--- src/rtl/acs_pkg.sv ---
// acs_pkg: shared types and constants for the accelerated cursor stepper
// holds the configuration register layout, reset values and register indexes
// used by every module in rtl/, depends on nothing else
package acs_pkg;

    localparam int COORD_BITS_DEF = 12;

    localparam int TIME_W  = 32;
    localparam int DIR_W   = 2;
    localparam int STEP_W  = 6;
    localparam int LIMIT_W = 16;
    localparam int DIM_W   = 13;
    localparam int ZONE_W  = 8;
    localparam int POS_W   = 14;

    localparam int CFG_IDX_W  = 3;
    localparam int CFG_DATA_W = 16;

    typedef enum logic [CFG_IDX_W-1:0] {
        REG_ACCEL_LIMIT = 3'd0,
        REG_IMAGE_WIDTH = 3'd1,
        REG_IMAGE_HEIGHT = 3'd2,
        REG_MIN_STEP = 3'd3,
        REG_MAX_STEP = 3'd4,
        REG_EDGE_ZONE = 3'd5
    } cfg_index_t;

    typedef struct packed {
        logic [LIMIT_W-1:0] accel_time_limit;
        logic [DIM_W-1:0]   image_width;
        logic [DIM_W-1:0]   image_height;
        logic [STEP_W-1:0]  min_step;
        logic [STEP_W-1:0]  max_step;
        logic [ZONE_W-1:0]  edge_zone;
    } cfg_t;

    localparam logic [LIMIT_W-1:0] ACCEL_LIMIT_RST  = 16'd20;
    localparam logic [DIM_W-1:0]   IMAGE_WIDTH_RST  = 13'd640;
    localparam logic [DIM_W-1:0]   IMAGE_HEIGHT_RST = 13'd480;
    localparam logic [STEP_W-1:0]  MIN_STEP_RST     = 6'd4;
    localparam logic [STEP_W-1:0]  MAX_STEP_RST     = 6'd32;
    localparam logic [ZONE_W-1:0]  EDGE_ZONE_RST    = 8'd12;

endpackage

--- src/rtl/accelerated_cursor_stepper.sv ---
// accelerated_cursor_stepper: top level, input register, step state, move logic, result register
// a press accepted into the input register is computed into the result register, which drives m_*
// throughput: one press per cycle while results are taken; the step state loop closes within the compute stage
// s_tready drops only while both registers are full and m_tready is low
// reset (aresetn low, synchronous): both stages empty, step history cleared, registers to defaults
// depends on acs_pkg, acs_cfg_regs, acs_step_gen and acs_edge_move
module accelerated_cursor_stepper #(
    parameter int COORD_BITS = acs_pkg::COORD_BITS_DEF,
    localparam int S_FIELDS_W = acs_pkg::TIME_W + 2 * acs_pkg::DIR_W + 2 * COORD_BITS,
    localparam int S_DATA_W   = ((S_FIELDS_W + 7) / 8) * 8,
    localparam int M_FIELDS_W = 2 * acs_pkg::POS_W + 1 + acs_pkg::STEP_W,
    localparam int M_DATA_W   = ((M_FIELDS_W + 7) / 8) * 8
) (
    input  logic                               aclk,
    input  logic                               aresetn,
    // press_time, dir_x, dir_y, cur_x, cur_y, zero fill
    input  logic                               s_tvalid,
    output logic                               s_tready,
    input  logic [S_DATA_W-1:0]                s_tdata,
    // new_x, new_y, inside_res, step_used, zero fill
    output logic                               m_tvalid,
    input  logic                               m_tready,
    output logic [M_DATA_W-1:0]                m_tdata,
    input  logic                               cfg_valid,
    output logic                               cfg_ready,
    input  logic [acs_pkg::CFG_IDX_W-1:0]      cfg_index,
    input  logic [acs_pkg::CFG_DATA_W-1:0]     cfg_data
);

    localparam int DX_LO = acs_pkg::TIME_W;
    localparam int DY_LO = DX_LO + acs_pkg::DIR_W;
    localparam int CX_LO = DY_LO + acs_pkg::DIR_W;
    localparam int CY_LO = CX_LO + COORD_BITS;

    acs_pkg::cfg_t cfg;

    logic                          in_valid_reg;
    logic                          in_valid_next;
    logic [acs_pkg::TIME_W-1:0]    press_time_reg;
    logic [acs_pkg::DIR_W-1:0]     dir_x_reg;
    logic [acs_pkg::DIR_W-1:0]     dir_y_reg;
    logic [COORD_BITS-1:0]         cur_x_reg;
    logic [COORD_BITS-1:0]         cur_y_reg;

    logic                          out_valid_reg;
    logic                          out_valid_next;
    logic [M_FIELDS_W-1:0]         out_data_reg;

    logic                          s_accept;
    logic                          advance;
    logic [acs_pkg::STEP_W-1:0]    step;
    logic [acs_pkg::POS_W-1:0]     new_x;
    logic [acs_pkg::POS_W-1:0]     new_y;
    logic                          inside_res;

    acs_cfg_regs u_cfg (
        .aclk      (aclk),
        .aresetn   (aresetn),
        .cfg_valid (cfg_valid),
        .cfg_ready (cfg_ready),
        .cfg_index (cfg_index),
        .cfg_data  (cfg_data),
        .cfg       (cfg)
    );

    acs_step_gen u_step (
        .aclk       (aclk),
        .aresetn    (aresetn),
        .fire       (advance),
        .press_time (press_time_reg),
        .dir_x      (dir_x_reg),
        .dir_y      (dir_y_reg),
        .cfg        (cfg),
        .step       (step)
    );

    acs_edge_move #(
        .COORD_BITS (COORD_BITS)
    ) u_move (
        .cur_x      (cur_x_reg),
        .cur_y      (cur_y_reg),
        .dir_x      (dir_x_reg),
        .dir_y      (dir_y_reg),
        .step       (step),
        .cfg        (cfg),
        .new_x      (new_x),
        .new_y      (new_y),
        .inside_res (inside_res)
    );

    // compute stage moves on whenever the result register is free or being drained
    assign advance  = in_valid_reg && (!out_valid_reg || m_tready);
    assign s_tready = !in_valid_reg || advance;
    assign s_accept = s_tvalid && s_tready;

    assign m_tvalid = out_valid_reg;
    assign m_tdata  = {{(M_DATA_W-M_FIELDS_W){1'b0}}, out_data_reg};

    always_comb begin
        in_valid_next = in_valid_reg;
        if (s_accept) begin
            in_valid_next = 1'b1;
        end else if (advance) begin
            in_valid_next = 1'b0;
        end
        out_valid_next = out_valid_reg;
        if (advance) begin
            out_valid_next = 1'b1;
        end else if (m_tready) begin
            out_valid_next = 1'b0;
        end
    end

    always_ff @(posedge aclk) begin
        if (!aresetn) begin
            in_valid_reg  <= 1'b0;
            out_valid_reg <= 1'b0;
        end else begin
            in_valid_reg  <= in_valid_next;
            out_valid_reg <= out_valid_next;
        end
    end

    always_ff @(posedge aclk) begin
        if (s_accept) begin
            press_time_reg <= s_tdata[acs_pkg::TIME_W-1:0];
            dir_x_reg      <= s_tdata[DX_LO +: acs_pkg::DIR_W];
            dir_y_reg      <= s_tdata[DY_LO +: acs_pkg::DIR_W];
            cur_x_reg      <= s_tdata[CX_LO +: COORD_BITS];
            cur_y_reg      <= s_tdata[CY_LO +: COORD_BITS];
        end
        if (advance) begin
            out_data_reg <= {step, inside_res, new_y, new_x};
        end
    end

endmodule

--- src/rtl/acs_cfg_regs.sv ---
// acs_cfg_regs: configuration register file of the cursor stepper
// depends on acs_pkg for the register layout, indexes and reset values
module acs_cfg_regs (
    input  logic                               aclk,
    input  logic                               aresetn,
    input  logic                               cfg_valid,
    output logic                               cfg_ready,
    input  logic [acs_pkg::CFG_IDX_W-1:0]      cfg_index,
    input  logic [acs_pkg::CFG_DATA_W-1:0]     cfg_data,
    output acs_pkg::cfg_t                      cfg
);

    acs_pkg::cfg_t cfg_reg;
    acs_pkg::cfg_t cfg_next;

    assign cfg_ready = 1'b1;
    assign cfg       = cfg_reg;

    always_comb begin
        cfg_next = cfg_reg;
        if (cfg_valid) begin
            case (cfg_index)
                acs_pkg::REG_ACCEL_LIMIT: begin
                    cfg_next.accel_time_limit = cfg_data;
                end
                acs_pkg::REG_IMAGE_WIDTH: begin
                    cfg_next.image_width = cfg_data[acs_pkg::DIM_W-1:0];
                end
                acs_pkg::REG_IMAGE_HEIGHT: begin
                    cfg_next.image_height = cfg_data[acs_pkg::DIM_W-1:0];
                end
                acs_pkg::REG_MIN_STEP: begin
                    cfg_next.min_step = cfg_data[acs_pkg::STEP_W-1:0];
                end
                acs_pkg::REG_MAX_STEP: begin
                    cfg_next.max_step = cfg_data[acs_pkg::STEP_W-1:0];
                end
                acs_pkg::REG_EDGE_ZONE: begin
                    cfg_next.edge_zone = cfg_data[acs_pkg::ZONE_W-1:0];
                end
                default: begin
                    cfg_next = cfg_reg;
                end
            endcase
        end
    end

    always_ff @(posedge aclk) begin
        if (!aresetn) begin
            cfg_reg.accel_time_limit <= acs_pkg::ACCEL_LIMIT_RST;
            cfg_reg.image_width      <= acs_pkg::IMAGE_WIDTH_RST;
            cfg_reg.image_height     <= acs_pkg::IMAGE_HEIGHT_RST;
            cfg_reg.min_step         <= acs_pkg::MIN_STEP_RST;
            cfg_reg.max_step         <= acs_pkg::MAX_STEP_RST;
            cfg_reg.edge_zone        <= acs_pkg::EDGE_ZONE_RST;
        end else begin
            cfg_reg <= cfg_next;
        end
    end

endmodule

--- src/rtl/acs_step_gen.sv ---
// acs_step_gen: step size state and acceleration decision
// keeps last press time, direction and step; depends on acs_pkg
module acs_step_gen (
    input  logic                            aclk,
    input  logic                            aresetn,
    input  logic                            fire,
    input  logic [acs_pkg::TIME_W-1:0]      press_time,
    input  logic [acs_pkg::DIR_W-1:0]       dir_x,
    input  logic [acs_pkg::DIR_W-1:0]       dir_y,
    input  acs_pkg::cfg_t                   cfg,
    output logic [acs_pkg::STEP_W-1:0]      step
);

    logic [acs_pkg::TIME_W-1:0] prev_time_reg;
    logic [acs_pkg::STEP_W-1:0] prev_step_reg;
    logic [acs_pkg::DIR_W-1:0]  prev_dir_x_reg;
    logic [acs_pkg::DIR_W-1:0]  prev_dir_y_reg;

    logic [acs_pkg::TIME_W-1:0] gap;
    logic [acs_pkg::STEP_W:0]   doubled;
    logic                       restart;

    always_comb begin
        // wrapping tick difference
        gap     = press_time - prev_time_reg;
        restart = (gap > {{(acs_pkg::TIME_W-acs_pkg::LIMIT_W){1'b0}}, cfg.accel_time_limit})
                  || (dir_x != prev_dir_x_reg) || (dir_y != prev_dir_y_reg);
        doubled = {prev_step_reg, 1'b0};
        if (restart) begin
            step = cfg.min_step;
        end else if (doubled < {1'b0, cfg.max_step}) begin
            step = doubled[acs_pkg::STEP_W-1:0];
        end else begin
            step = cfg.max_step;
        end
    end

    always_ff @(posedge aclk) begin
        if (!aresetn) begin
            prev_time_reg  <= '0;
            prev_step_reg  <= '0;
            prev_dir_x_reg <= '0;
            prev_dir_y_reg <= '0;
        end else if (fire) begin
            prev_time_reg  <= press_time;
            prev_step_reg  <= step;
            prev_dir_x_reg <= dir_x;
            prev_dir_y_reg <= dir_y;
        end
    end

endmodule

--- src/rtl/acs_edge_move.sv ---
// acs_edge_move: moves the cursor by direction times step and applies edge slow-down
// purely combinational, sits between the input and result registers; depends on acs_pkg
module acs_edge_move #(
    parameter int COORD_BITS = acs_pkg::COORD_BITS_DEF
) (
    input  logic [COORD_BITS-1:0]           cur_x,
    input  logic [COORD_BITS-1:0]           cur_y,
    input  logic [acs_pkg::DIR_W-1:0]       dir_x,
    input  logic [acs_pkg::DIR_W-1:0]       dir_y,
    input  logic [acs_pkg::STEP_W-1:0]      step,
    input  acs_pkg::cfg_t                   cfg,
    output logic [acs_pkg::POS_W-1:0]       new_x,
    output logic [acs_pkg::POS_W-1:0]       new_y,
    output logic                            inside_res
);

    // room for the widest coordinate or image size plus move and sign
    localparam int CALC_W = ((COORD_BITS > acs_pkg::DIM_W) ? COORD_BITS : acs_pkg::DIM_W) + 3;

    logic signed [CALC_W-1:0] ox, oy, mx, my, x, y;
    logic signed [CALC_W-1:0] sdx, sdy, sstep;
    logic signed [CALC_W-1:0] zone, mn, w, h;
    logic signed [CALC_W-1:0] lo_x, lo_y, hi_x, hi_y;

    always_comb begin
        ox    = $signed({{(CALC_W-COORD_BITS){1'b0}}, cur_x});
        oy    = $signed({{(CALC_W-COORD_BITS){1'b0}}, cur_y});
        sdx   = $signed({{(CALC_W-acs_pkg::DIR_W){dir_x[acs_pkg::DIR_W-1]}}, dir_x});
        sdy   = $signed({{(CALC_W-acs_pkg::DIR_W){dir_y[acs_pkg::DIR_W-1]}}, dir_y});
        sstep = $signed({{(CALC_W-acs_pkg::STEP_W){1'b0}}, step});
        zone  = $signed({{(CALC_W-acs_pkg::ZONE_W){1'b0}}, cfg.edge_zone});
        mn    = $signed({{(CALC_W-acs_pkg::STEP_W){1'b0}}, cfg.min_step});
        w     = $signed({{(CALC_W-acs_pkg::DIM_W){1'b0}}, cfg.image_width});
        h     = $signed({{(CALC_W-acs_pkg::DIM_W){1'b0}}, cfg.image_height});

        mx = ox + sdx * sstep;
        my = oy + sdy * sstep;

        lo_x = ox - mn;
        lo_y = oy - mn;
        hi_x = ox + mn;
        hi_y = oy + mn;

        x = mx;
        y = my;
        // first matching edge wins: top, bottom, left, right
        if ((my < zone) && (my < oy)) begin
            y = (zone < lo_y) ? zone : lo_y;
        end else if ((h - my < zone) && (my > oy)) begin
            y = ((h - zone) > hi_y) ? (h - zone) : hi_y;
        end else if ((mx < zone) && (mx < ox)) begin
            x = (zone < lo_x) ? zone : lo_x;
        end else if ((w - mx < zone) && (mx > ox)) begin
            x = ((w - zone) > hi_x) ? (w - zone) : hi_x;
        end

        inside_res = !((y < 0) || (y >= h) || (x < 0) || (x >= w));
        new_x      = x[acs_pkg::POS_W-1:0];
        new_y      = y[acs_pkg::POS_W-1:0];
    end

endmodule

--- config.mk ---
export PLATFORM = sky130hd
export DESIGN_NAME = accelerated_cursor_stepper
export DESIGN_NICKNAME = d
export VERILOG_FILES = /design/src/rtl/acs_pkg.sv /design/src/rtl/accelerated_cursor_stepper.sv /design/src/rtl/acs_cfg_regs.sv /design/src/rtl/acs_step_gen.sv /design/src/rtl/acs_edge_move.sv
export SDC_FILE = /design/constraint.sdc
export NUM_CORES = 1
export LEC_CHECK = 0
export ABC_AREA = 1
export BUFFER_PORTS_ARGS = -buffer_cell sky130_fd_sc_hd__buf_2
export CAP_MARGIN = 10
export CORE_MARGIN = 5
export CORE_UTILIZATION = 52
export CTS_CLUSTER_DIAMETER = 120
export DETAILED_ROUTE_END_ITERATION = 8
export PLACE_DENSITY_LB_ADDON = 0.12
export RECOVER_POWER = 50
export SLEW_MARGIN = 5
export SYNTH_ARGS = -nofsm -noshare
export SYNTH_HDL_FRONTEND = slang
export SYNTH_SLANG_ARGS = --single-unit
--- constraint.sdc ---
create_clock -name aclk -period 28.1 [get_ports aclk]
set_input_delay 7.025 -clock aclk [delete_from_list [all_inputs] [get_ports aclk]]
set_output_delay 7.025 -clock aclk [all_outputs]
set_load 0.02 [all_outputs]
==> flow_summary.json, run 1 <==
{
  "num_antenna_cells": 0,
  "grt_pass1_wl_mm": 89.1,
  "clockRootBuffer": "clkbuf_16",
  "hp-class": "flip-flop to flip-flop",
  "hpwlAfterDp_mm": 46.3,
  "fin_tns_setup_ps": 0,
  "maxCapViolations": 3,
  "cp-end-kind": "primary output",
  "switching_power_mw": 0.483,
  "path_class": "primary input to primary output",
  "worstPathMaxFanout": 3,
  "drt_iter0_drc": 1032,
  "netSwitchingFraction": 0.403,
  "worstSetupStartpointType": "primary input",
  "yosys-top-cells-area": "ha_1 (19%), edfxtp_1 (15%), dfxtp_1 (11%)",
  "n_fill_cell": 3580,
  "dieHeight_um": 201,
  "core_area_mm2": 0.0363,
  "required_ps": 21080,
  "yosys.area_share.simple": 0.215,
  "hold_violations": 0,
  "vias": 17672,
  "syn_avg_cell_area_um2": 7.29,
  "cts.hold.buffers_added": 0,
  "crit_family": "buffers and inverters",
  "seqCellArea_mm2": 0.00497,
  "synth_edf_count": 95,
  "die_area_mm2": 0.0404,
  "gp_congestion": 0.973,
  "status": "complete, but fails checks",
  "p_leak_nw": 10.1,
  "synth_top_area_cell": "ha_1",
  "critical_path.reg2reg.endpoint": "out_data_reg[28]",
  "cpMostUsedCell": "buf_2",
  "num-nets-final": 3091,
  "drtPass1Iterations": 5,
  "setup_violations": 0,
  "synth_common_cells": "nand2_1 (498), inv_1 (406), ha_1 (282)",
  "io_pins": 131,
  "grt_max_degree": 76,
  "ys.flop_type": "dfxtp_1",
  "power.density_mw_per_mm2": 57.7,
  "cts_resized": 0,
  "antenna_found_initial": 1,
  "cts_max_path_buffers": 3,
  "synthMuxAreaShare": 0.000594,
  "peakVddDrop_v": 0.0000491,
  "worstPathCellList": "buf_2, inv_1, nand3_1, buf_2",
  "syn_to_final_growth_pct": 9.64,
  "drive_above_1_share": 0.0800,
  "cts_made_buffers": 24,
  "slowest_delay_ps": 180,
  "multi_input_area_mm2": 0.0122,
  "r2r_cells": 65,
  "min_to": "u_step.prev_time_reg[16]",
  "relSlewSlack": -1.23,
  "synth-async-reset-ratio": 0,
  "ant_nets": 0,
  "ys_seq_area_frac": 0.263,
  "wl_per_cell_um": 17.6,
  "yosysTopAreaCellShare": 0.186,
  "power.clock.fraction": 0.279,
  "largest_register_ffs": 62,
  "die_w_um": 201,
  "grt_pass1_vias": 17314,
  "synthCells": 2600,
  "synth-xor-area-share": 0.0546,
  "htreeDepth": 1,
  "yosys_warnings": 0,
  "routed_wl_mm": 56.3,
  "portBuffers": 120,
  "fin_worst_skew_ps": 26.0,
  "synth_top_family_by_area": "simple AND/OR/NAND/NOR gates",
  "p_int_mw": 0.716,
  "post_cts_buffers": 0,
  "worst_pin_slew_ps": 3340,
  "crit_arrival_ps": 7460,
  "violations": "capacitance limit, slew limit",
  "synth-compound-area-share": 0.170,
  "synth_seq_cells": 201,
  "track_usage": 0.270,
  "fp-row-count": 70,
  "r2r_slack_ps": 15650,
  "p_seq_frac": 0.287,
  "slew_viol_final": 204,
  "rsz0062_at_grt": "no",
  "critical_path.reg2reg.startpoint": "press_time_reg[0]",
  "cts_sinks": 201,
  "layout_min_cycle_time_ps": 14480,
  "fin_crit_sh": 0.515,
  "fmax_ghz": 0.0690,
  "grt_overflow": 0,
  "worst-path-buf-inv": 3,
  "cpMaxStageDelayCell": "buf_2",
  "utilization": 0.573,
  "clk_pin_slew_ps": 50,
  "cts_tree": "yes",
  "synthMostInstantiatedCell": "nand2_1",
  "synth_cell_types": 59,
  "initial_utilization": 0.523,
  "vias_per_cell": 5.54,
  "hold_start": "u_step.prev_time_reg[16]",
  "clock_latency_ps": 560,
  "pwr-share-comb": 0.434,
  "netlist_area_mm2": 0.0189,
  "hold_path_depth": 2,
  "yosys.area_share.adder": 0.202,
  "drcViolationCount": 0
}
[power by group through the flow]
stage / registers [mW] / clock network [mW] / logic (mW)
CTS: 0.344 / 0.342 / 0.516
detailed placement: 0.350 / 0 / 0.513
finish: 0.344 / 0.334 / 0.520
global placement: 0.349 / 0 / 0.497
floorplan: 0.352 / 0 / 0.372
global route: 0.346 / 0.354 / 0.590
[through the flow]
| step | hold WS [ps] | power (mW) | area (um^2) | instances | worst slack, ps |
|---|---|---|---|---|---|
| 5_1_grt | 472 | 1.29 | 20800 | 3192 | 13580 |
| 6_report | 455 | 1.20 | 20800 | 3192 | 13620 |
| 2_1_floorplan | 433 | 0.725 | 19000 | 2604 | 13800 |
| 4_1_cts | 459 | 1.20 | 20800 | 3192 | 13620 |
| 3_5_place_dp | 450 | 0.863 | 19900 | 3148 | 13620 |
| 3_3_place_gp | 443 | 0.846 | 19900 | 3148 | 13630 |
[worst register-to-register path: cells and delay by family (launching register included)]
| kind | cells | cell delay (ps) |
|---|---|---|
| flops | 1 | 360 |
| buf+inv | 6 | 760 |
| compound gates | 10 | 2070 |
| simple gates | 35 | 5000 |
| fa+ha+maj | 10 | 3010 |
| xor+xnor | 4 | 1100 |
[layer usage]
metal / GRT usage / wire length, um / vias to the layer above
met4: 0.0806 / 1790 / 0
met5: 0 / 0 / -
met1: 0.346 / 24400 / 8186
li1: - / - / 8882
met2: 0.478 / 27000 / 493
met3: 0.0325 / 3110 / 111
[worst max-delay path by stage]
| stage | cells past startpoint | startpoint | endpoint | slack [ps] |
|---|---|---|---|---|
| global route | 4 | m_tready | s_tready | 13580 |
| detailed placement | 4 | m_tready | s_tready | 13620 |
| global placement | 4 | m_tready | s_tready | 13630 |
| floorplan | 2 | m_tready | s_tready | 13800 |
| finish | 4 | m_tready | s_tready | 13620 |
| CTS | 4 | m_tready | s_tready | 13620 |
[final cells by class]
type,instances,area share
clock buffer,30,0.0310
multi-input combinational,1939,0.587
sequential,201,0.239
timing repair buffer,124,0.0295
clock inverter,14,0.00988
tap,468,0.0282
inverter,416,0.0752
[cells in the final DEF (no fill, tap or decap), drive strengths merged, types with 2 or more instances in the layout]
cell type  synthesis  layout
a21oi            268     268
nand4             35      35
and2               2       2
ha               282     282
conb               2       6
buf               11     116
nor4               5       5
clkbuf            37      38
clkinv             6      14
o21a               9       9
a21o              13      13
o211ai            27      27
o221ai             4       4
nand3            139     139
a21boi             9       9
o21ai            193     193
bufinv             0       4
a211oi             9       9
nor2             207     207
nand2            520     520
edfxtp            95      95
o21bai            20      20
xor2              91      91
nand3b             5       5
o31ai              5       5
xnor2             25      25
dfxtp            106     106
a31oi              8       8
nor3              32      32
fa                15      15
inv              410     411
[logic make-up (layout without fill, tap and decap cells)]
| kind of cell | count (synthesis) | after routing |
|---|---|---|
| fa+ha+maj | 297 | 297 |
| simple gates | 948 | 948 |
| xor+xnor | 116 | 116 |
| buf+inv | 464 | 584 |
| compound gates | 571 | 571 |
| mux | 1 | 1 |
| other cells | 2 | 6 |
| flops | 201 | 201 |
(Power assumes the default switching activity.)
==> inputs of run 2 (changes only) <==
Settings changed: ABC_AREA 1 to 0.
Clock period 28.1 ns to 11.7 ns, I/O delays scaled along.
==> run 2 against run 1 <==
Against the previous run:
- the flow finishes with violations (capacitance limit, slew limit, setup timing)
- synthesized area down 0.92%
- flip-flop and latch count is the same
- combinational power rose to 2.6 times the previous value
- die area shrank 0.87%
- clock-buffer cell count stayed put
- clock skew fell by 9.0 ps
- critical path type is now flip-flop to flip-flop
- critical endpoint is now out_data_reg[28]
- largest cell class unchanged
==> flow_summary.json, run 2 <==
{
  "fp-row-count": 69,
  "most-common-layout-cells": "buf_4 (299), nand2_1 (273), ha_1 (272)",
  "p_int_mw": 1.91,
  "p_seq_frac": 0.272,
  "cts_sinks": 201,
  "num-nets-final": 2972,
  "fmax_ghz": 0.0823,
  "track_usage": 0.277,
  "seqCellArea_mm2": 0.00497,
  "routed_wl_mm": 56.7,
  "r2r_cells": 60,
  "critical_path.reg2reg.endpoint": "out_data_reg[28]",
  "netlist_area_mm2": 0.0188,
  "layout_min_cycle_time_ps": 12150,
  "die_w_um": 200,
  "rsz0062_at_grt": "yes",
  "yosys-top-cells-area": "ha_1 (19%), edfxtp_1 (15%), dfxtp_1 (11%)",
  "portBuffers": 120,
  "worstSetupStartpointType": "flip-flop",
  "cts_max_path_buffers": 3,
  "drt_iter0_drc": 1020,
  "hp-class": "flip-flop to flip-flop",
  "slowest_delay_ps": 490,
  "yosys.area_share.simple": 0.161,
  "cts_made_buffers": 25,
  "dieHeight_um": 200,
  "fin_tns_setup_ps": -449,
  "syn_avg_cell_area_um2": 8.54,
  "ys_seq_area_frac": 0.265,
  "grt_pass1_vias": 17045,
  "fin_crit_sh": 1.04,
  "cts_tree": "yes",
  "power.clock.fraction": 0.271,
  "maxCapViolations": 3,
  "synth_seq_cells": 201,
  "setup_violations": 1,
  "n_fill_cell": 3048,
  "synthMostInstantiatedCell": "ha_1",
  "peakVddDrop_v": 0.000145,
  "wl_per_cell_um": 18.5,
  "netSwitchingFraction": 0.363,
  "relSlewSlack": -1.29,
  "critical_path.reg2reg.startpoint": "press_time_reg[0]",
  "r2r_slack_ps": -450,
  "synth_top_family_by_area": "compound AO/OA/AOI/OAI gates",
  "drtPass1Iterations": 5,
  "pwr-share-comb": 0.457,
  "yosysTopAreaCellShare": 0.188,
  "violations": "capacitance limit, slew limit, setup timing",
  "synth_common_cells": "ha_1 (282), nand2_1 (273), inv_1 (221)",
  "synth_edf_count": 95,
  "gp_congestion": 0.949,
  "hpwlAfterDp_mm": 44.7,
  "ant_nets": 0,
  "largest_register_ffs": 62,
  "worstPathMaxFanout": 10,
  "die_area_mm2": 0.0400,
  "cp-end-kind": "flip-flop",
  "synth_top_area_cell": "ha_1",
  "power.density_mw_per_mm2": 129,
  "switching_power_mw": 1.09,
  "synth-xor-area-share": 0.0585,
  "grt_overflow": 0,
  "crit_arrival_ps": 12570,
  "status": "complete, but fails checks",
  "vias": 17365,
  "clockRootBuffer": "clkbuf_16",
  "yosys.area_share.adder": 0.208,
  "cpMostUsedCell": "buf_4",
  "utilization": 0.656,
  "cts.hold.buffers_added": 0,
  "vias_per_cell": 5.66,
  "yosys_warnings": 0,
  "ys.flop_type": "dfxtp_1",
  "hold_violations": 0,
  "core_area_mm2": 0.0356,
  "fin_worst_skew_ps": 17.0,
  "antenna_found_initial": 1,
  "synthCells": 2198,
  "synth_cell_types": 91,
  "setup_ws_ps": -449,
  "drive_above_1_share": 0.220,
  "grt_pass1_wl_mm": 88.6,
  "drcViolationCount": 0,
  "clk_pin_slew_ps": 60,
  "multi_input_area_mm2": 0.0133,
  "io_pins": 131,
  "cpMaxStageDelayCell": "or4_4",
  "synth-async-reset-ratio": 0,
  "slew_viol_final": 171,
  "crit_start": "press_time_reg[0]",
  "clock_latency_ps": 570,
  "grt_max_degree": 70,
  "worst_pin_slew_ps": 3440,
  "synth-compound-area-share": 0.220,
  "worstSetupEndpoint": "out_data_reg[28]",
  "required_ps": 12120,
  "syn_to_final_growth_pct": 24.2,
  "synthMuxAreaShare": 0.0269,
  "initial_utilization": 0.528,
  "htreeDepth": 1,
  "p_leak_nw": 10.4,
  "path_class": "flip-flop to flip-flop",
  "mostFrequentLayoutCell": "buf_4"
}
[run 2: changes by cell type in the layout (fill, tap and decap cells not counted), moves of 47 or more]
cell,before,now
o21ai_0,176,80
inv_1,405,219
nand2_1,498,273
a21boi_0,9,82
a21o_1,13,63
xor2_1,90,25
xnor2_1,25,90
nor2_1,202,102
nand3_1,131,30
buf_4,1,299
nor2b_1,0,47
a21oi_1,257,107
[run 2: power groups by stage]
stage	clock (mW)	combinational [mW]	sequential, mW
2_1_floorplan	0	0.740	0.834
3_3_place_gp	0	1.22	0.828
3_5_place_dp	0	1.26	0.829
4_1_cts	0.830	1.32	0.814
5_1_grt	0.856	1.50	0.819
6_report	0.813	1.37	0.815
[run 2: worst min-delay path by stage]
stage	from	endpoint	cells after the start
after detailed placement	u_step.prev_time_reg[25]	u_step.prev_time_reg[25]	2
after global placement	u_step.prev_time_reg[17]	u_step.prev_time_reg[17]	2
after floorplan	u_cfg.cfg[47]	u_cfg.cfg[47]	2
final	u_step.prev_time_reg[12]	u_step.prev_time_reg[12]	2
after CTS	u_step.prev_time_reg[25]	u_step.prev_time_reg[25]	2
after global routing	u_step.prev_time_reg[3]	u_step.prev_time_reg[3]	2
[run 2: layout make-up]
cell class	instances	area share
antenna	2	0.000215
inverter	222	0.0357
multi-input combinational	1715	0.568
timing repair buffer	422	0.121
tap	461	0.0247
clock inverter	16	0.00692
clock buffer	30	0.0294
sequential	201	0.213
[run 2: per-layer routing]
metal / vias up / global-route usage / share of wire
met3: 100 / 0.0347 / 0.054
met2: 421 / 0.472 / 0.47
met4: 0 / 0.0918 / 0.033
met5: - / 0 / 0
met1: 8240 / 0.367 / 0.44
li1: 8604 / - / -
[run 2: timing repair]
item,in CTS,in global routing
resized for setup,79,32
pin swaps,42,26
setup buffers,11,8
endpoints found under the setup margin,1,1
[run 2: critical path: cells and delay by family, from the launching register on]
kind	cells	cell delay (ps)
flip-flops	1	380
XOR/XNOR	1	60
AND/OR/NAND/NOR	16	2900
AO/OA/AOI/OAI	25	5080
buffers and inverters	10	1470
adder cells (fa/ha/maj)	8	2100
[run 2: cell families after synthesis]
kind of cell | Yosys count
AOI/OAI and AO/OA | 597
xor gates and xnor gates | 123
adders and majority gates | 305
buffers and inverters | 286
DFF | 201
muxes | 49
other | 2
and+or+nand+nor | 635
[run 2: metrics by stage]
stage | hold slack, ps | std cells | instance area [um^2] | power [mW] | worst slack [ps]
after floorplan | 443 | 2202 | 18800 | 1.57 | 6.74
after global placement | 451 | 3003 | 21800 | 2.05 | -948
after detailed placement | 460 | 3003 | 21800 | 2.09 | -1200
after CTS | 468 | 3059 | 23100 | 2.97 | -496
after global routing | 490 | 3068 | 23300 | 3.17 | -1040
final | 466 | 3069 | 23300 | 3.00 | -449
